File: config.mk
export PLATFORM = sky130hd
export DESIGN_NAME = i2c_bus_master_flat
export DESIGN_NICKNAME = d
export VERILOG_FILES = /design/src/rtl/i2cm_pkg.sv /design/src/rtl/i2cm_if.sv /design/src/rtl/i2c_bus_master.sv /design/src/rtl/i2cm_seq.sv /design/src/rtl/i2cm_rsp_reg.sv /design/src/flat_wrapper.sv
export VERILOG_INCLUDE_DIRS = /design/src /design/src/rtl
export SDC_FILE = /design/constraint.sdc
export NUM_CORES = 1
export LEC_CHECK = 0
export ABC_AREA = 1
export BUFFER_PORTS_ARGS = -buffer_cell sky130_fd_sc_hd__clkbuf_2
export CAP_MARGIN = 20
export CORE_ASPECT_RATIO = 1.4
export CORE_MARGIN = 1.5
export CORE_UTILIZATION = 60
export CTS_CLUSTER_SIZE = 8
export DETAILED_ROUTE_END_ITERATION = 10
export PLACE_DENSITY_LB_ADDON = 0.12
export SLEW_MARGIN = 0
export SYNTH_ARGS = -nofsm -noshare
export SYNTH_HDL_FRONTEND = slang
export SYNTH_HIERARCHICAL = 1
export SYNTH_SLANG_ARGS = --single-unit
File: constraint.sdc
create_clock -name clock -period 5 [get_ports clock]
set_input_delay 0.75 -clock clock [delete_from_list [all_inputs] [get_ports clock]]
set_output_delay 0.75 -clock clock [all_outputs]
set_load 0.01 [all_outputs]
File: src/rtl/i2c_bus_master_assert.svh
// Assertion macros for the I2C bus master RTL.
// Header only; included by modules that carry concurrent checks.
`ifndef I2C_BUS_MASTER_ASSERT_SVH
`define I2C_BUS_MASTER_ASSERT_SVH

// Same-cycle implication, sampled on the rising clock, off during reset.
`define I2CM_ASSERT_IMP(lbl, ante, cons, msg) \
   lbl: assert property (@(posedge clock) disable iff (reset) (ante) |-> (cons)) \
      else $error(msg);

// Next-cycle implication, sampled on the rising clock, off during reset.
`define I2CM_ASSERT_NXT(lbl, ante, cons, msg) \
   lbl: assert property (@(posedge clock) disable iff (reset) (ante) |=> (cons)) \
      else $error(msg);

`endif

File: src/rtl/i2cm_pkg.sv
// Shared types and codes for the I2C bus master.
// No dependencies; compiled before the interfaces and modules.
`default_nettype none

package i2cm_pkg;

   // line phases of the bus sequencer
   typedef enum logic [4:0] {
      PH_IDLE  = 5'd0,
      PH_ST_A  = 5'd1,
      PH_ST_B  = 5'd2,
      PH_ST_C  = 5'd3,
      PH_ST_D  = 5'd4,
      PH_SP_A  = 5'd5,
      PH_SP_B  = 5'd6,
      PH_SP_C  = 5'd7,
      PH_WR_D  = 5'd8,
      PH_WR_H  = 5'd9,
      PH_WR_L  = 5'd10,
      PH_WR_AS = 5'd11,
      PH_WR_AH = 5'd12,
      PH_RD_H  = 5'd13,
      PH_RD_L  = 5'd14,
      PH_AK_D  = 5'd15,
      PH_NK_D  = 5'd16,
      PH_AK_H  = 5'd17,
      PH_AK_L  = 5'd18
   } phase_type;

   typedef enum logic [2:0] {
      ST_OK    = 3'd0,
      ST_BUSY  = 3'd1,
      ST_ERROR = 3'd2,
      ST_ACK   = 3'd3,
      ST_NACK  = 3'd4
   } status_type;

   // command codes
   localparam logic [2:0] FUNC_START = 3'd0;
   localparam logic [2:0] FUNC_STOP  = 3'd1;
   localparam logic [2:0] FUNC_WRITE = 3'd2;
   localparam logic [2:0] FUNC_READ  = 3'd3;
   localparam logic [2:0] FUNC_ACK   = 3'd4;
   localparam logic [2:0] FUNC_NACK  = 3'd5;

   localparam logic [3:0]  BITS_PER_BYTE = 4'd8;
   localparam logic [15:0] WAIT_RESET    = 16'd5;

   typedef struct packed {
      logic       cmd_valid;
      logic [2:0] func;
      logic [7:0] tx_byte;
      logic       sda_in;
   } req_type;

   typedef struct packed {
      logic       scl_out;
      logic       sda_out;
      logic       busy_res;
      logic       done_res;
      logic [7:0] rx_byte;
      logic [2:0] status;
   } rsp_type;

endpackage

`default_nettype wire

File: src/rtl/i2cm_if.sv
// Valid/ready channel interfaces for the I2C bus master.
// Depends on nothing; payload widths fixed by the request/result formats.
`default_nettype none

interface i2cm_req_if;
   logic       valid;
   logic       ready;
   logic       cmd_valid;
   logic [2:0] func;
   logic [7:0] tx_byte;
   logic       sda_in;

   modport source (output valid, cmd_valid, func, tx_byte, sda_in, input ready);
   modport sink   (input valid, cmd_valid, func, tx_byte, sda_in, output ready);
endinterface

interface i2cm_rsp_if;
   logic       valid;
   logic       ready;
   logic       scl_out;
   logic       sda_out;
   logic       busy_res;
   logic       done_res;
   logic [7:0] rx_byte;
   logic [2:0] status;

   modport source (output valid, scl_out, sda_out, busy_res, done_res, rx_byte, status,
                   input ready);
   modport sink   (input valid, scl_out, sda_out, busy_res, done_res, rx_byte, status,
                   output ready);
endinterface

interface i2cm_csr_if;
   logic        valid;
   logic        ready;
   logic [15:0] data;

   modport source (output valid, data, input ready);
   modport sink   (input valid, data, output ready);
endinterface

`default_nettype wire

File: src/rtl/i2c_bus_master.sv
// I2C bus master top level: channel wiring, sequencer and result register.
// Depends on i2cm_pkg, i2cm_if.sv, i2cm_seq and i2cm_rsp_reg.
//
//   channel   dir   handshake          carries
//   req_ch    in    valid / ready      cmd_valid, func, tx_byte, sda_in (one bus tick)
//   rsp_ch    out   valid / ready      scl_out, sda_out, busy_res, done_res, rx_byte, status
//   csr_ch    in    valid / ready      phase_wait_ticks (16 bit)
//
// Every request is one sequencer tick and yields exactly one result.
// The result is registered: the tick's next-state logic feeds the result register.
// A request can be taken every cycle while results drain; the result register is the only stage.
// A stalled result blocks new requests only while it is still waiting.
// Reset (synchronous, high): bus idle, both lines released, wait reload 5.
// csr_ch is always ready; writes land on the next edge.
`default_nettype none

module i2c_bus_master (
   input  wire logic  clock,
   input  wire logic  reset,
   i2cm_req_if.sink   req_ch,
   i2cm_rsp_if.source rsp_ch,
   i2cm_csr_if.sink   csr_ch
);
   import i2cm_pkg::*;

   logic    req_ready;
   logic    step;
   req_type req;
   rsp_type rsp_next;
   rsp_type rsp_cur;
   logic    rsp_valid;

   // request accepted: advance the sequencer one tick
   assign req_ch.ready = req_ready;
   assign step         = req_ch.valid && req_ready;

   assign req.cmd_valid = req_ch.cmd_valid;
   assign req.func      = req_ch.func;
   assign req.tx_byte   = req_ch.tx_byte;
   assign req.sda_in    = req_ch.sda_in;

   // register writes need no back-pressure
   assign csr_ch.ready = 1'b1;

   i2cm_seq u_seq (
      .clock    (clock),
      .reset    (reset),
      .step     (step),
      .req      (req),
      .csr_we   (csr_ch.valid),
      .csr_data (csr_ch.data),
      .rsp      (rsp_next)
   );

   i2cm_rsp_reg u_rsp_reg (
      .clock     (clock),
      .reset     (reset),
      .load      (step),
      .rsp_in    (rsp_next),
      .out_ready (rsp_ch.ready),
      .out_valid (rsp_valid),
      .rsp_out   (rsp_cur),
      .in_ready  (req_ready)
   );

   assign rsp_ch.valid    = rsp_valid;
   assign rsp_ch.scl_out  = rsp_cur.scl_out;
   assign rsp_ch.sda_out  = rsp_cur.sda_out;
   assign rsp_ch.busy_res = rsp_cur.busy_res;
   assign rsp_ch.done_res = rsp_cur.done_res;
   assign rsp_ch.rx_byte  = rsp_cur.rx_byte;
   assign rsp_ch.status   = rsp_cur.status;

endmodule

`default_nettype wire

File: src/rtl/i2cm_seq.sv
// Bus phase sequencer: state registers plus one-tick next-state logic.
// Depends on i2cm_pkg and i2c_bus_master_assert.svh.
`default_nettype none
`include "i2c_bus_master_assert.svh"

module i2cm_seq (
   input  wire logic             clock,
   input  wire logic             reset,
   input  wire logic             step,       // one request accepted this cycle
   input  wire i2cm_pkg::req_type req,
   input  wire logic             csr_we,
   input  wire logic [15:0]      csr_data,
   output i2cm_pkg::rsp_type     rsp         // result for the stepped tick
);
   import i2cm_pkg::*;

   phase_type   phase_ff, phase_in;
   logic [3:0]  bit_count_ff, bit_count_in;
   logic [7:0]  shift_ff, shift_in;
   logic [7:0]  tx_hold_ff, tx_hold_in;
   logic [15:0] wait_ff, wait_in;
   logic        scl_ff, scl_in;
   logic        sda_ff, sda_in;
   status_type  status_ff, status_in;
   logic [15:0] phase_wait_ff;

   logic        enter_en;
   phase_type   enter_ph;
   logic        fin_en;
   status_type  fin_st;
   logic        done;
   logic [15:0] wait_load;
   logic        cmd_ok;

   // zero wait acts as one
   assign wait_load = (phase_wait_ff == 16'd0) ? 16'd0 : phase_wait_ff - 16'd1;
   assign cmd_ok    = req.cmd_valid && (req.func inside {[FUNC_START:FUNC_NACK]});

   always_comb begin
      phase_in     = phase_ff;
      bit_count_in = bit_count_ff;
      shift_in     = shift_ff;
      tx_hold_in   = tx_hold_ff;
      wait_in      = wait_ff;
      scl_in       = scl_ff;
      sda_in       = sda_ff;
      status_in    = status_ff;
      enter_en     = 1'b0;
      enter_ph     = PH_IDLE;
      fin_en       = 1'b0;
      fin_st       = ST_OK;

      if (phase_ff == PH_IDLE) begin
         if (cmd_ok) begin
            bit_count_in = 4'd0;
            enter_en     = 1'b1;
            case (req.func)
               FUNC_START: enter_ph = PH_ST_A;
               FUNC_STOP:  enter_ph = PH_SP_A;
               FUNC_WRITE: begin
                  tx_hold_in = req.tx_byte;
                  enter_ph   = PH_WR_D;
               end
               FUNC_READ: begin
                  shift_in = 8'd0;
                  enter_ph = PH_RD_H;
               end
               FUNC_ACK:   enter_ph = PH_AK_D;
               default:    enter_ph = PH_NK_D;
            endcase
         end
      end else if (wait_ff != 16'd0) begin
         wait_in = wait_ff - 16'd1;
      end else begin
         case (phase_ff)
            PH_ST_A: begin enter_en = 1'b1; enter_ph = PH_ST_B; end
            PH_ST_B: begin
               if (!req.sda_in) begin
                  fin_en = 1'b1;
                  fin_st = ST_BUSY;
               end else begin
                  enter_en = 1'b1;
                  enter_ph = PH_ST_C;
               end
            end
            PH_ST_C: begin enter_en = 1'b1; enter_ph = PH_ST_D; end
            PH_ST_D: begin
               fin_en = 1'b1;
               fin_st = req.sda_in ? ST_ERROR : ST_OK;
            end
            PH_SP_A: begin enter_en = 1'b1; enter_ph = PH_SP_B; end
            PH_SP_B: begin enter_en = 1'b1; enter_ph = PH_SP_C; end
            PH_SP_C: begin fin_en = 1'b1; fin_st = ST_OK; end
            PH_WR_D: begin enter_en = 1'b1; enter_ph = PH_WR_H; end
            PH_WR_H: begin enter_en = 1'b1; enter_ph = PH_WR_L; end
            PH_WR_L: begin
               tx_hold_in   = {tx_hold_ff[6:0], 1'b0};
               bit_count_in = bit_count_ff + 4'd1;
               enter_en     = 1'b1;
               enter_ph     = (bit_count_in >= BITS_PER_BYTE) ? PH_WR_AS : PH_WR_D;
            end
            PH_WR_AS: begin enter_en = 1'b1; enter_ph = PH_WR_AH; end
            PH_WR_AH: begin
               scl_in = 1'b0;
               fin_en = 1'b1;
               fin_st = req.sda_in ? ST_NACK : ST_ACK;
            end
            PH_RD_H: begin
               shift_in = {shift_ff[6:0], req.sda_in};
               enter_en = 1'b1;
               enter_ph = PH_RD_L;
            end
            PH_RD_L: begin
               bit_count_in = bit_count_ff + 4'd1;
               if (bit_count_in >= BITS_PER_BYTE) begin
                  fin_en = 1'b1;
                  fin_st = ST_OK;
               end else begin
                  enter_en = 1'b1;
                  enter_ph = PH_RD_H;
               end
            end
            PH_AK_D, PH_NK_D: begin enter_en = 1'b1; enter_ph = PH_AK_H; end
            PH_AK_H: begin enter_en = 1'b1; enter_ph = PH_AK_L; end
            PH_AK_L: begin fin_en = 1'b1; fin_st = ST_OK; end
            default: begin fin_en = 1'b1; fin_st = ST_OK; end
         endcase
      end

      // line drive on phase entry
      if (enter_en) begin
         phase_in = enter_ph;
         wait_in  = wait_load;
         case (enter_ph)
            PH_ST_A:  sda_in = 1'b1;
            PH_ST_B:  scl_in = 1'b1;
            PH_ST_C:  sda_in = 1'b0;
            PH_ST_D:  scl_in = 1'b0;
            PH_SP_A:  sda_in = 1'b0;
            PH_SP_B:  scl_in = 1'b1;
            PH_SP_C:  sda_in = 1'b1;
            PH_WR_D: begin
               scl_in = 1'b0;
               sda_in = tx_hold_in[7];
            end
            PH_WR_H:  scl_in = 1'b1;
            PH_WR_L:  scl_in = 1'b0;
            PH_WR_AS: sda_in = 1'b1;
            PH_WR_AH: scl_in = 1'b1;
            PH_RD_H: begin
               scl_in = 1'b1;
               sda_in = 1'b1;
            end
            PH_RD_L:  scl_in = 1'b0;
            PH_AK_D:  sda_in = 1'b0;
            PH_NK_D:  sda_in = 1'b1;
            PH_AK_H:  scl_in = 1'b1;
            PH_AK_L:  scl_in = 1'b0;
            default:  ;
         endcase
      end

      if (fin_en) begin
         phase_in  = PH_IDLE;
         wait_in   = 16'd0;
         status_in = fin_st;
      end
   end

   assign done = fin_en;

   always_comb begin
      rsp.scl_out  = scl_in;
      rsp.sda_out  = sda_in;
      rsp.busy_res = (phase_in != PH_IDLE);
      rsp.done_res = done;
      rsp.rx_byte  = shift_in;
      rsp.status   = status_in;
   end

   always_ff @(posedge clock) begin
      if (reset) begin
         phase_ff      <= PH_IDLE;
         bit_count_ff  <= 4'd0;
         shift_ff      <= 8'd0;
         tx_hold_ff    <= 8'd0;
         wait_ff       <= 16'd0;
         scl_ff        <= 1'b1;
         sda_ff        <= 1'b1;
         status_ff     <= ST_OK;
         phase_wait_ff <= WAIT_RESET;
      end else begin
         if (step) begin
            phase_ff     <= phase_in;
            bit_count_ff <= bit_count_in;
            shift_ff     <= shift_in;
            tx_hold_ff   <= tx_hold_in;
            wait_ff      <= wait_in;
            scl_ff       <= scl_in;
            sda_ff       <= sda_in;
            status_ff    <= status_in;
         end
         if (csr_we) begin
            phase_wait_ff <= csr_data;
         end
      end
   end

   `I2CM_ASSERT_IMP(a_done_idle, step && done, phase_in == PH_IDLE,
      "command finished but sequencer not idle")
   `I2CM_ASSERT_NXT(a_hold_phase, step && (phase_ff != PH_IDLE) && (wait_ff != 16'd0),
      phase_ff == $past(phase_ff), "phase changed during its hold")
   `I2CM_ASSERT_IMP(a_bit_range, 1'b1, bit_count_ff <= BITS_PER_BYTE,
      "bit counter past one byte")
   `I2CM_ASSERT_NXT(a_ignore_bad, step && (phase_ff == PH_IDLE) && !cmd_ok,
      phase_ff == PH_IDLE, "idle sequencer left idle without a valid command")

endmodule

`default_nettype wire

File: src/rtl/i2cm_rsp_reg.sv
// Result register: holds one result and decouples the two handshakes.
// Depends on i2cm_pkg.
`default_nettype none

module i2cm_rsp_reg (
   input  wire logic         clock,
   input  wire logic         reset,
   input  wire logic         load,
   input  wire i2cm_pkg::rsp_type rsp_in,
   input  wire logic         out_ready,
   output logic              out_valid,
   output i2cm_pkg::rsp_type rsp_out,
   output logic              in_ready
);
   import i2cm_pkg::*;

   logic    valid_ff;
   rsp_type data_ff;

   // a new result may enter when the slot is empty or drains this cycle
   assign in_ready  = !valid_ff || out_ready;
   assign out_valid = valid_ff;
   assign rsp_out   = data_ff;

   always_ff @(posedge clock) begin
      if (reset) begin
         valid_ff <= 1'b0;
      end else if (load) begin
         valid_ff <= 1'b1;
      end else if (out_ready) begin
         valid_ff <= 1'b0;
      end
   end

   always_ff @(posedge clock) begin
      if (load) begin
         data_ff <= rsp_in;
      end
   end

endmodule

`default_nettype wire
File: src/flat_wrapper.sv
// flat-port wrapper written by rule: the top's interface ports become plain ports
module i2c_bus_master_flat import i2cm_pkg::*;
  (clock, reset, req_ch_valid, req_ch_cmd_valid, req_ch_func, req_ch_tx_byte, req_ch_sda_in, req_ch_ready, rsp_ch_valid, rsp_ch_scl_out, rsp_ch_sda_out, rsp_ch_busy_res, rsp_ch_done_res, rsp_ch_rx_byte, rsp_ch_status, rsp_ch_ready, csr_ch_valid, csr_ch_data, csr_ch_ready);
  i2cm_req_if req_ch_i ();
  i2cm_rsp_if rsp_ch_i ();
  i2cm_csr_if csr_ch_i ();
  input  wire logic clock;
  input  wire logic reset;
  input wire logic [$bits(req_ch_i.valid)-1:0] req_ch_valid;
  input wire logic [$bits(req_ch_i.cmd_valid)-1:0] req_ch_cmd_valid;
  input wire logic [$bits(req_ch_i.func)-1:0] req_ch_func;
  input wire logic [$bits(req_ch_i.tx_byte)-1:0] req_ch_tx_byte;
  input wire logic [$bits(req_ch_i.sda_in)-1:0] req_ch_sda_in;
  output wire logic [$bits(req_ch_i.ready)-1:0] req_ch_ready;
  output wire logic [$bits(rsp_ch_i.valid)-1:0] rsp_ch_valid;
  output wire logic [$bits(rsp_ch_i.scl_out)-1:0] rsp_ch_scl_out;
  output wire logic [$bits(rsp_ch_i.sda_out)-1:0] rsp_ch_sda_out;
  output wire logic [$bits(rsp_ch_i.busy_res)-1:0] rsp_ch_busy_res;
  output wire logic [$bits(rsp_ch_i.done_res)-1:0] rsp_ch_done_res;
  output wire logic [$bits(rsp_ch_i.rx_byte)-1:0] rsp_ch_rx_byte;
  output wire logic [$bits(rsp_ch_i.status)-1:0] rsp_ch_status;
  input wire logic [$bits(rsp_ch_i.ready)-1:0] rsp_ch_ready;
  input wire logic [$bits(csr_ch_i.valid)-1:0] csr_ch_valid;
  input wire logic [$bits(csr_ch_i.data)-1:0] csr_ch_data;
  output wire logic [$bits(csr_ch_i.ready)-1:0] csr_ch_ready;
  assign req_ch_i.valid = req_ch_valid;
  assign req_ch_i.cmd_valid = req_ch_cmd_valid;
  assign req_ch_i.func = req_ch_func;
  assign req_ch_i.tx_byte = req_ch_tx_byte;
  assign req_ch_i.sda_in = req_ch_sda_in;
  assign req_ch_ready = req_ch_i.ready;
  assign rsp_ch_valid = rsp_ch_i.valid;
  assign rsp_ch_scl_out = rsp_ch_i.scl_out;
  assign rsp_ch_sda_out = rsp_ch_i.sda_out;
  assign rsp_ch_busy_res = rsp_ch_i.busy_res;
  assign rsp_ch_done_res = rsp_ch_i.done_res;
  assign rsp_ch_rx_byte = rsp_ch_i.rx_byte;
  assign rsp_ch_status = rsp_ch_i.status;
  assign rsp_ch_i.ready = rsp_ch_ready;
  assign csr_ch_i.valid = csr_ch_valid;
  assign csr_ch_i.data = csr_ch_data;
  assign csr_ch_ready = csr_ch_i.ready;
  i2c_bus_master u_core (.clock(clock), .reset(reset), .req_ch(req_ch_i), .rsp_ch(rsp_ch_i), .csr_ch(csr_ch_i));
endmodule
* Yosys cells after proc, flatten, opt, wreduce, memory -nomap -nowiden *
Cells that the tools add are included.

word-level totals
  output and inout port bits = 18
  register bits after elaboration = 78
  word-level logic and storage cells = 145

cells by class
  add/subtract/negate cells = 3
  reduce and logical (&&, ||, !) cells = 24
  eq/ne operators = 42
  multiplexer cells = 56
  $lt $le $gt $ge = 3

operators with widths
  cell                                                 number
  == test 5 x 4 -> 1 bit (second input constant)       16
  2-to-1 mux 16 bit                                    5
  2-to-1 mux 8 bit                                     10
  one-hot mux 5 bit (13 select lines)                  1
  == test 5 x 3 -> 1 bit (second input constant)       7
  subtractor 16 x 1 -> 16 bit (second input constant)  2
  == test 5 bit (second input constant)                5
  2-to-1 mux 5 bit                                     5
  one-hot mux 5 bit (5 select lines)                   1
  == test 5 x 2 -> 1 bit (second input constant)       4
  2-to-1 mux 4 bit                                     5
  2-to-1 mux 1 bit                                     17
  logical NOT 16 bit                                   1
  nonzero test 16 bit                                  1
  2-to-1 mux 3 bit                                     4
  OR reduction 12 bit                                  1
  == test 5 x 1 -> 1 bit (second input constant)       2
  OR reduction 5 bit                                   2
  one-hot mux 1 bit (3 select lines)                   3
  one-hot mux 3 bit (3 select lines)                   1
  == test 3 x 2 -> 1 bit (second input constant)       2
  2-to-1 mux 2 bit                                     3
  nonzero test 2 bit                                   3
  OR reduction 6 bit                                   1
  other kinds (22)                                     26

* Logic depth before layout (Yosys ltp) *
Gate-level depths: netlist (run 1).

  depth after elaboration = 10
  gate-level depth with buffers = 20
  gate-level depth less buffers = 19

* Hierarchy *
Netlist (run 1), hierarchy kept.

modules (own cells, without submodules)
  module          times used  cells each  area each (um^2)
  i2cm_seq        1           665         4479.3
  i2cm_rsp_reg    1           20          493.0
  i2c_bus_master  1           4           18.8

* Worst setup path after synthesis (run 1) *
OpenSTA, ideal clock, no wires.

  kind = input to register
  start point = input port rsp_ch_ready
  end point = register u_core.u_seq.bit_count_ff[0]
  path slack = 2469 ps
  arrival time = 2464 ps
  stages on the path = 10
  library setup time = 67 ps
  buffers on the path = 1
  cell sequence = inv_1 nand2_2 nand2_1 inv_1 clkbuf_1 inv_1 a31oi_4 nand2_4 or3_1 a21oi_2

on the way
  word-level cells in the longest chain between the ends = 3

RTL lines
  element                               RTL line              source
  start: declaration                    flat_wrapper.sv:22    input wire logic [$bits(rsp_ch_i.ready)-1:0] rsp_ch_ready;
  logical OR 1 bit                      i2cm_rsp_reg.sv:21    assign in_ready = !valid_ff || out_ready;
  named net req_ch_ready                flat_wrapper.sv:14    output wire logic [$bits(req_ch_i.ready)-1:0] req_ch_ready;
  logical AND 1 bit                     i2c_bus_master.sv:35  assign step = req_ch.valid && req_ready;
  named net u_core.step                 i2c_bus_master.sv:27  logic step;
  AND reduction 4 bit (no source line)  -
  end signal: assignment                i2cm_seq.sv:195       bit_count_ff <= bit_count_in;
  end: declaration                      i2cm_seq.sv:18        logic [3:0] bit_count_ff, bit_count_in;

The timed path passes the listed nets, and every way through them passes these cells.
A chain may end at the register's enable or synchronous reset.

* Worst setup path after layout (run 1) *
  start point = register u_core.u_seq.phase_ff[3]
  end point = register u_core.u_seq.wait_ff[7]

on the way
  word-level cells in the longest chain between the ends = 7

RTL lines
  element                                                                           RTL line         source
  start: declaration                                                                i2cm_seq.sv:17   phase_type phase_ff, phase_in;
  start signal: assignment                                                          i2cm_seq.sv:194  phase_ff <= phase_in;
  == test 5 bit (tied with other cells)                                             i2cm_seq.sv:75   case (phase_ff)
  OR reduction 12 bit (no source line)                                              -
  one-hot mux 1 bit (3 select lines)                                                i2cm_seq.sv:75
  2-to-1 mux 1 bit                                                                  i2cm_seq.sv:72   end else if (wait_ff != 16'd0) begin
  2-to-1 mux 1 bit                                                                  i2cm_seq.sv:53   if (phase_ff == PH_IDLE) begin
  != test 3 bit (no source line) (tied with other cells)                            -
  AND reduction 3 bit (no source line) / 2-to-1 mux 16 bit (equally long branches)  -
  end signal: assignment                                                            i2cm_seq.sv:198  wait_ff <= wait_in;
  end: declaration                                                                  i2cm_seq.sv:21   logic [15:0] wait_ff, wait_in;

Several ways; a longest one is shown, not always the timed one.

==> out/qor.txt, run 1 <==
Post-CTS Setup Inserts: 0
Sequence of cells on the critical path: nor2_2 -> nand2_1 -> nor2_4 -> nand2_1 -> nand2_1 -> inv_1 -> nand2_1 -> inv_2 -> o211ai_1 -> a21oi_1
Final Max Slew Viols: 0
Worst Tran Pin Value: 908 ps
Post-Syn Area per Cell: 7.24 um2
Share of post-route cells with drive strength above 1: 19.1%
Most common cell in the netlist: nand2_1
Clock sinks: 78
Post-layout util: 68.1%
NumNets Final: 762
Vias in the first global route: 4532
Crit path max fanout: 23
RSZ-0062 raised after global routing: false
DRC violations left: 0
CTS buffer count: 9
Register area share after synthesis: 34.3%
Yosys warns: 6
CTS tree: built
Status: complete, no violations
Die H: 111 um
CTS root buf: clkbuf_16
Crit-path max cell delay: 560 ps
Yosys cell types: 54
Synth top area share: 25.3%
Max Cap Violations: 0
CP most frequent cell: nand2_1
Critical path class: reg2reg
Worst Path Required: 5190 ps
Final worst path period share: 56.4%
Total grt overflow: 0
Initial antenna violation count: 0
Cts repair resizes: 0
Setup TNS: 0 ps
Dpl hpwl: 9030 um
Diode count: 0
Rows: 39
Dominant cell type by area after synthesis: dfxtp_1
Pin count of the biggest net entering global routing: 36
Top post-synthesis cells by area: dfxtp_1, edfxtp_1, a21oi_1, nand2_1, o21ai_0
Number of antenna-violating nets in the routed design: 0
Gr usage total: 29.0%
Initial Util: 61.6%
Fin. Hold Viols: 0
CP Capture Type: flip-flop
H-Tree Depth: 3
PortBufs: 50
Tmin final: 2820 ps
Mapped Cells: 689
Final Wtd Congestion: 0.889
Post-synth ARST share: 0%
Starting DRT DRC Count: 280
Primary FF master, synth: dfxtp_1
Clock input transition at the sequential cells of the worst setup and hold paths: 60 ps
Total number of vias: 4726
Fmax: 0.355 GHz
Clk buf depth: 2
Die Wd: 80.1 um
Leak Pwr: 2.49 nW
Area grow syn2layout: 10.5%
Slowest cell on crit path: nor2_4
Synth cell count leaders: nand2_1, inv_1, a21oi_1
Hold crit path type: reg2reg
Die ar.: 0.00888 mm2
Post-Synthesis Cell Area: 0.00499 mm2
Number of synthesized flops with an enable pin: 15
Pwr dens: 386 mW/mm2
DRT Pass-1 Iters: 4
Clock skew: 8.06 ps
# IOs: 52
Slew margin rel.: 39.4%
Max VDD drop: 0.235 mV
Syn Nets: 727
Wirelength per Cell: 14.7 um
Flops & latches, synth: 78
First-pass GRT wire length: 20200 um
Crit start category: flip-flop
Worst skew pair latency: 340 ps
CTS hold repair buffers: 0
Finish-stage setup viols: 0
Crit path DAT: 3010 ps
Core Box Area: 0.00810 mm2
Vias per cell: 5.69
Drt total wl: 12200 um
==> power by group <==
| part | internal [mW] | switching, mW |
|---|---|---|
| clock | 0.386 | 0.253 |
| combinational | 0.245 | 0.477 |
| sequential | 0.715 | 0.0524 |
==> cell families (layout without fill, tap and decap cells) <==
family	Yosys count	count (layout)	synth area share (%)
AOI/OAI and AO/OA	193	193	23.2
other	1	1	0.0751
adders and majority gates	4	4	1.00
xor gates and xnor gates	15	15	2.63
and+or+nand+nor	275	275	28.5
buffers and inverters	123	163	10.4
DFF	78	78	34.3
==> layout by cell type (no fill, tap or decap), types with 3 or more instances in the layout <==
cell,instances
clkbuf_2,50
inv_2,13
inv_1,80
nand2_2,9
nor2_4,3
a21oi_1,73
clkbuf_1,3
xor2_1,13
nand2_1,96
o21ai_0,65
nand3b_1,3
nor2_8,4
nand3_2,7
o211ai_1,12
a21oi_2,3
clkbuf_16,9
nand3_1,41
a211oi_2,8
nand2_4,7
o31ai_1,6
ha_1,4
nor2_1,65
edfxtp_1,15
nand4_1,11
dfxtp_1,63
o21ai_2,3
nor3_1,16
o21ai_1,11
nor2_2,3
==> registers in the layout (all words and copies together), names as in the netlist <==
signal	cells
u_core/u_seq/phase_wait_ff	16
u_core/u_seq/sda_ff	1
u_core/u_seq/bit_count_ff	4
u_core/u_seq/wait_ff	16
u_core/u_rsp_reg/rsp_out	15
u_core/u_seq/scl_ff	1
u_core/u_seq/tx_hold_ff	8
u_core/u_seq/phase_ff	5
u_core/u_seq/status_ff	3
u_core/u_seq/shift_ff	8
u_core/u_rsp_reg/out_valid	1
==> worst max-delay path: cells and delay by family (launching register included) <==
family / cells / cell delay (ps)
buf+inv: 2 / 410
simple gates: 6 / 1690
compound gates: 2 / 200
flops: 1 / 360
==> area by class of cell <==
cell class	instances	area [um2]
multi-input combinational	488	2760
fill	744	2590
sequential	78	1710
inverter	95	362
timing repair buffer	52	265
clock buffer	12	236
tap	102	128
clock inverter	4	48.8
==> routing by layer <==
layer	share of wire, %	up-vias	global-route usage, %	wire [um]
met4	2.7	0	12.6	326
met1	40	2193	31.1	4850
li1	-	2385	-	-
met5	0	-	0	0
met2	54	121	54.0	6600
met3	3.4	27	4.36	413
==> worst paths after layout <==
check,from,end,slack [ps],depth (start not counted)
setup / recovery,u_core/u_seq/phase_ff[3],u_core/u_seq/wait_ff[7],2180,10
hold / removal,u_core/u_seq/tx_hold_ff[2],u_core/u_seq/tx_hold_ff[2],450,2
setup reg to reg,u_core/u_seq/phase_ff[3],u_core/u_seq/wait_ff[7],2180,10
hold reg to reg,u_core/u_seq/tx_hold_ff[2],u_core/u_seq/tx_hold_ff[2],450,2
==> per-stage QoR <==
step / setup slack, ps / cell area (um2) / total power [mW] / hold WS, ps / instances
final: 2180 / 5510 / 2.13 / 451 / 831
after global routing: 1940 / 5510 / 2.25 / 466 / 831
after CTS: 2210 / 5510 / 2.14 / 452 / 830
after detailed placement: 1940 / 5220 / 1.49 / 441 / 814
after global placement: 2080 / 5220 / 1.47 / 435 / 814
after floorplan: 2470 / 4990 / 1.36 / 425 / 689
(Power assumes the default switching activity.)
==> inputs of run 2 (changes only) <==
==> constraint.sdc (replaced) <==
create_clock -name clock -period 2.8 [get_ports clock]
set_input_delay 0.42 -clock clock [delete_from_list [all_inputs] [get_ports clock]]
set_output_delay 0.42 -clock clock [all_outputs]
set_load 0.01 [all_outputs]
==> run 2 against run 1 <==
Final area is 2.0% higher. Global-route usage is 0.88 points higher. Clock power is 110% higher. Core utilization is 1.4 points higher. Setup slack worse by 1900 ps. Non-clock buffer count is 6 higher.
==> out/qor.txt, run 2 (synthesis results as in run 1) <==
Crit start category: flip-flop (unchanged)
Die Wd: 80.1 um (unchanged)
Gr usage total: 29.8% (was 29.0%)
Clock sinks: 78 (unchanged)
Crit path capture: u_core/u_rsp_reg/rsp_out[12] (was u_core/u_seq/wait_ff[7])
Total grt overflow: 0 (unchanged)
CTS buffer count: 9 (unchanged)
Crit path DAT: 2620 ps (was 3010 ps)
Status: complete, no violations (unchanged)
# IOs: 52 (unchanged)
Final non-filler cell total: 837 (was 831)
Clock skew: 6.36 ps (was 8.06 ps)
CP Capture Type: flip-flop (unchanged)
Die ar.: 0.00888 mm2 (unchanged)
Fmax: 0.393 GHz (was 0.355 GHz)
Crit-path max cell delay: 530 ps (was 560 ps)
Worst skew pair latency: 340 ps (about the same)
CP most frequent cell: nor2_1 (was nand2_1)
First-pass GRT wire length: 20700 um (was 20200 um)
Drt total wl: 12500 um (was 12200 um)
Critical Path Start: u_core/u_seq/phase_ff[1] (was u_core/u_seq/phase_ff[3])
Number of antenna-violating nets in the routed design: 0 (unchanged)
Wirelength per Cell: 15.0 um (was 14.7 um)
Worst Tran Pin Value: 961 ps (was 908 ps)
CTS tree: built (unchanged)
RSZ-0062 raised after global routing: false (unchanged)
Buf+Inv Stages, Crit Path: 4 (was 2)
Slew margin rel.: 35.8% (was 39.4%)
Cts repair resizes: 0 (unchanged)
Clk buf depth: 2 (unchanged)
Core Box Area: 0.00810 mm2 (unchanged)
Final Wtd Congestion: 0.957 (was 0.889)
Rows: 39 (unchanged)
Final worst path period share: 91.0% (was 56.4%)
Max VDD drop: 0.441 mV (was 0.235 mV)
R2R cell count: 15 (was 10)
Worst Path Required: 2870 ps (was 5190 ps)
Initial antenna violation count: 0 (unchanged)
Starting DRT DRC Count: 294 (was 280)
Worst reg2reg setup slack: 250 ps (was 2180 ps)
Sequence of cells on the critical path: inv_1 -> nor2_2 -> nand3_2 -> nor2_1 -> nor2_1 -> inv_1 -> nor2_1 -> inv_2 -> nand3_2 -> nand2_4 -> nor2_1 -> o21ai_1 -> nand2_1 -> inv_1 -> nand4_1 (was nor2_2 -> nand2_1 -> nor2_4 -> nand2_1 -> nand2_1 -> inv_1 -> nand2_1 -> inv_2 -> o211ai_1 -> a21oi_1)
Commonest non-fill, non-tap cell in the layout: nand2_1 (unchanged)
FF-to-FF End: u_core/u_rsp_reg/rsp_out[12] (was u_core/u_seq/wait_ff[7])
Final Max Slew Viols: 0 (unchanged)
Pwr dens: 712 mW/mm2 (was 386 mW/mm2)
Dpl hpwl: 9410 um (was 9030 um)
Total number of vias: 4826 (was 4726)
Hold crit path type: in2reg (was reg2reg)
CTS root buf: clkbuf_16 (unchanged)
Diode count: 0 (unchanged)
Die H: 111 um (unchanged)
Commonest non-fill, non-tap cells in the layout: nand2_1, inv_1, a21oi_1 (unchanged)
Stages on worst setup path: 15 (was 10)
Share of post-route cells with drive strength above 1: 20.0% (was 19.1%)
Pin count of the biggest net entering global routing: 36 (unchanged)
NumNets Final: 768 (was 762)
Slowest cell on crit path: dfxtp_1 (was nor2_4)
Post-CTS Setup Inserts: 0 (unchanged)
Fin. Hold Viols: 0 (unchanged)
Vias per cell: 5.77 (was 5.69)
DRT Pass-1 Iters: 5 (was 4)
Initial Util: 61.6% (unchanged)
Placed cell count: 821 (was 814)
Crit path max fanout: 35 (was 23)
R2r startpoint: u_core/u_seq/phase_ff[1] (was u_core/u_seq/phase_ff[3])
Vias in the first global route: 4665 (was 4532)
Finish-stage setup viols: 0 (unchanged)
Worst path top cell family by delay: simple AND/OR/NAND/NOR gates (unchanged)
Tmin final: 2550 ps (was 2820 ps)
PortBufs: 50 (unchanged)
H-Tree Depth: 3 (unchanged)
Setup TNS: 0 ps (unchanged)
Area grow syn2layout: 12.7% (was 10.5%)
Leak Pwr: 2.55 nW (was 2.49 nW)
Critical path class: reg2reg (unchanged)
Max Cap Violations: 0 (unchanged)
CTS hold repair buffers: 0 (unchanged)
Clock input transition at the sequential cells of the worst setup and hold paths: 60 ps (about the same)
DRC violations left: 0 (unchanged)
-- run 2: cell count changes in the layout (fill, tap and decap cells not counted) --
cell and delta:
clkinv_4 -1, clkbuf_16 +2, clkbuf_1 -2, clkbuf_8 +3
clkinv_2 -2, buf_4 +6
-- run 2: how the worst min path moves through the flow --
stage / from / endpoint / slack, ps / depth (start not counted)
global placement: u_core/u_seq/tx_hold_ff[0] / u_core/u_seq/tx_hold_ff[0] / 440 / 2
finish: csr_ch_data[0] / u_core/u_seq/phase_wait_ff[0] / 290 / 3
detailed placement: u_core/u_seq/tx_hold_ff[0] / u_core/u_seq/tx_hold_ff[0] / 440 / 2
floorplan: u_core/u_seq/tx_hold_ff[0] / u_core/u_seq/tx_hold_ff[0] / 420 / 2
CTS: csr_ch_data[0] / u_core/u_seq/phase_wait_ff[0] / 290 / 3
global route: csr_ch_data[5] / u_core/u_seq/phase_wait_ff[5] / 300 / 3
-- run 2: final cells by class --
class	count	area (um2)
clock buffer	15	320
fill	702	2480
multi-input combinational	488	2760
tap	102	128
inverter	95	362
timing repair buffer	58	310
clock inverter	1	30.0
sequential	78	1710
-- run 2: metal layers --
metal | up-vias | GRT usage, % | wire length [um]
met5 | - | 0 | 0
met2 | 142 | 56.5 | 6940
met4 | 0 | 12.6 | 396
met1 | 2253 | 29.8 | 4710
li1 | 2399 | - | -
met3 | 32 | 7.00 | 479
-- run 2: where the power goes --
| group | internal (mW) | leakage [nW] | total, mW | switching (mW) |
|---|---|---|---|---|
| sequential | 1.28 | 0.667 | 1.37 | 0.0938 |
| combinational | 0.450 | 1.71 | 1.31 | 0.856 |
| clock | 0.872 | 0.172 | 1.33 | 0.455 |
-- run 2: tightest hold or removal path, stage by stage --
cell	delay (ps)
clkbuf_2	80
a21oi_1	40
o21ai_0	60
-- run 2: stage by stage --
stage | power, mW | setup slack [ps] | hold WS, ps | util (%) | cell area (um2)
after global placement | 2.65 | 416 | 435 | 65.1 | 5270
after CTS | 4.01 | 293 | 287 | 69.4 | 5620
after detailed placement | 2.68 | 311 | 441 | 65.1 | 5270
after global routing | 4.24 | 23.5 | 303 | 69.4 | 5620
final | 4.00 | 253 | 291 | 69.4 | 5620
after floorplan | 2.42 | 599 | 425 | - | 4990
==> inputs of run 3 (changes only) <==
--- a/config.mk
+++ b/config.mk
@@ -12,6 +12,7 @@
 export CORE_ASPECT_RATIO = 1.4
 export CORE_MARGIN = 1.5
 export CORE_UTILIZATION = 60
+export CTS_BUF_LIST = sky130_fd_sc_hd__clkbuf_8
 export CTS_CLUSTER_SIZE = 8
 export DETAILED_ROUTE_END_ITERATION = 10
 export PLACE_DENSITY_LB_ADDON = 0.12
==> run 3 against run 2 <==
Setup slack better by 10 ps. Die area unchanged. Clock power decreased by 19%. Sequential power about the same. Global-route usage decreased by 0.37 points. Core utilization shrank 1.1 points. Cell count did not move. Flip-flop and latch count stayed put. Critical endpoint unchanged. Largest power group unchanged. Highest routed layer unchanged.
==> out/qor.txt, run 3 (synthesis results as in run 1) <==
Initial antenna violation count: 0 (unchanged)
Hold crit path type: in2reg (unchanged)
Cts repair resizes: 0 (unchanged)
Die Wd: 80.1 um (unchanged)
CTS hold repair buffers: 0 (unchanged)
Fmax: 0.394 GHz (was 0.393 GHz)
Worst Tran Pin Value: 942 ps (was 961 ps)
Clock skew: 9.43 ps (was 6.36 ps)
Critical path class: reg2reg (unchanged)
Final Wtd Congestion: 0.957 (unchanged)
CP Capture Type: flip-flop (unchanged)
Pin count of the biggest net entering global routing: 36 (unchanged)
Leak Pwr: 2.51 nW (was 2.55 nW)
Rows: 39 (unchanged)
Status: complete, no violations (unchanged)
# IOs: 52 (unchanged)
Finish-stage setup viols: 0 (unchanged)
Number of antenna-violating nets in the routed design: 0 (unchanged)
CTS root buf: clkbuf_8 (was clkbuf_16)
Slew margin rel.: 37.1% (was 35.8%)
Die ar.: 0.00888 mm2 (unchanged)
Diode count: 0 (unchanged)
Vias in the first global route: 4623 (was 4665)
Clock sinks: 78 (unchanged)
Initial Util: 61.6% (unchanged)
Worst Path Required: 2900 ps (was 2870 ps)
Crit start category: flip-flop (unchanged)
Post-layout util: 68.3% (was 69.4%)
Worst reg2reg setup slack: 260 ps (was 250 ps)
Tmin final: 2540 ps (was 2550 ps)
Clock input transition at the sequential cells of the worst setup and hold paths: 80 ps (was 60 ps)
CTS tree: built (unchanged)
Gr usage total: 29.5% (was 29.8%)
Final instance area: 0.00553 mm2 (was 0.00562 mm2)
Max Cap Violations: 0 (unchanged)
Wirelength per Cell: 15.0 um (about the same)
Commonest non-fill, non-tap cells in the layout: nand2_1, inv_1, a21oi_1 (unchanged)
Final worst path period share: 90.6% (was 91.0%)
Crit path DAT: 2630 ps (was 2620 ps)
Clk buf depth: 2 (unchanged)
Max VDD drop: 0.392 mV (was 0.441 mV)
Vias per cell: 5.71 (was 5.77)
Drt total wl: 12600 um (was 12500 um)
Commonest non-fill, non-tap cell in the layout: nand2_1 (unchanged)
Pwr dens: 678 mW/mm2 (was 712 mW/mm2)
Starting DRT DRC Count: 255 (was 294)
Post-CTS Setup Inserts: 0 (unchanged)
First-pass GRT wire length: 20600 um (was 20700 um)
Share of post-route cells with drive strength above 1: 20.0% (unchanged)
Fin. Hold Viols: 0 (unchanged)
Worst skew pair latency: 360 ps (was 340 ps)
Total number of vias: 4783 (was 4826)
Post-DP Area: 0.00527 mm2 (unchanged)
NumNets Final: 768 (unchanged)
DRC violations left: 0 (unchanged)
Dpl hpwl: 9410 um (unchanged)
Total grt overflow: 0 (unchanged)
Die H: 111 um (unchanged)
Setup TNS: 0 ps (unchanged)
Crit path max fanout: 35 (unchanged)
PortBufs: 50 (unchanged)
CTS buffer count: 9 (unchanged)
H-Tree Depth: 3 (unchanged)
Final Max Slew Viols: 0 (unchanged)
Core Box Area: 0.00810 mm2 (unchanged)
Area grow syn2layout: 10.9% (was 12.7%)
RSZ-0062 raised after global routing: false (unchanged)
DRT Pass-1 Iters: 6 (was 5)
-- run 3: cell types whose count changed in the layout (fill, tap and decap cells not counted), sizes merged --
cell / delta
bufinv: +2
clkbuf: -3
inv: +1
-- run 3: area by class of cell --
type | instances | area [um2]
flip-flops and latches | 78 | 1710
inverters | 95 | 362
multi-input cells | 488 | 2760
clock buffers | 12 | 165
repair buffers | 58 | 310
fillers | 724 | 2570
clock inverters | 4 | 93.8
well taps | 102 | 128
-- run 3: final timing paths --
kind | from | to | cells past startpoint
setup / recovery | u_core/u_seq/phase_ff[1] | u_core/u_rsp_reg/rsp_out[12] | 15
hold / removal | csr_ch_data[0] | u_core/u_seq/phase_wait_ff[0] | 3
setup reg to reg | u_core/u_seq/phase_ff[1] | u_core/u_rsp_reg/rsp_out[12] | 15
hold reg to reg | u_core/u_seq/tx_hold_ff[4] | u_core/u_seq/tx_hold_ff[4] | 2
-- run 3: layer usage --
metal	part of all wire [%]	routed length, um	vias up	global-route usage, %
li1	-	-	2390	-
met1	37	4720	2208	29.7
met2	55	6880	153	56.3
met3	4.4	555	32	5.51
met4	3.4	433	0	12.9
met5	0	0	-	0
-- run 3: worst max-delay path, stage by stage, from the launching register on --
cell and delay (ps):
dfxtp_1 530, inv_1 90, nor2_2 170, nand3_2 140, nor2_1 160, nor2_1 80
inv_1 60, nor2_1 50, inv_2 110, nand3_2 100, nand2_4 310, nor2_1 80
o21ai_1 190, nand2_1 70, inv_1 50, nand4_1 70
-- run 3: report_power, final --
group / internal (mW) / switching, mW / leakage, nW
sequential: 1.27 / 0.0939 / 0.667
clock: 0.663 / 0.416 / 0.134
combinational: 0.450 / 0.855 / 1.71
-- run 3: through the flow --
stage	hold WS (ps)	setup WS (ps)	total power [mW]	instances
2_1_floorplan	425	599	2.42	689
3_3_place_gp	435	416	2.65	821
3_5_place_dp	441	311	2.68	821
4_1_cts	257	288	3.77	837
5_1_grt	278	25.0	3.97	837
6_report	270	263	3.75	837
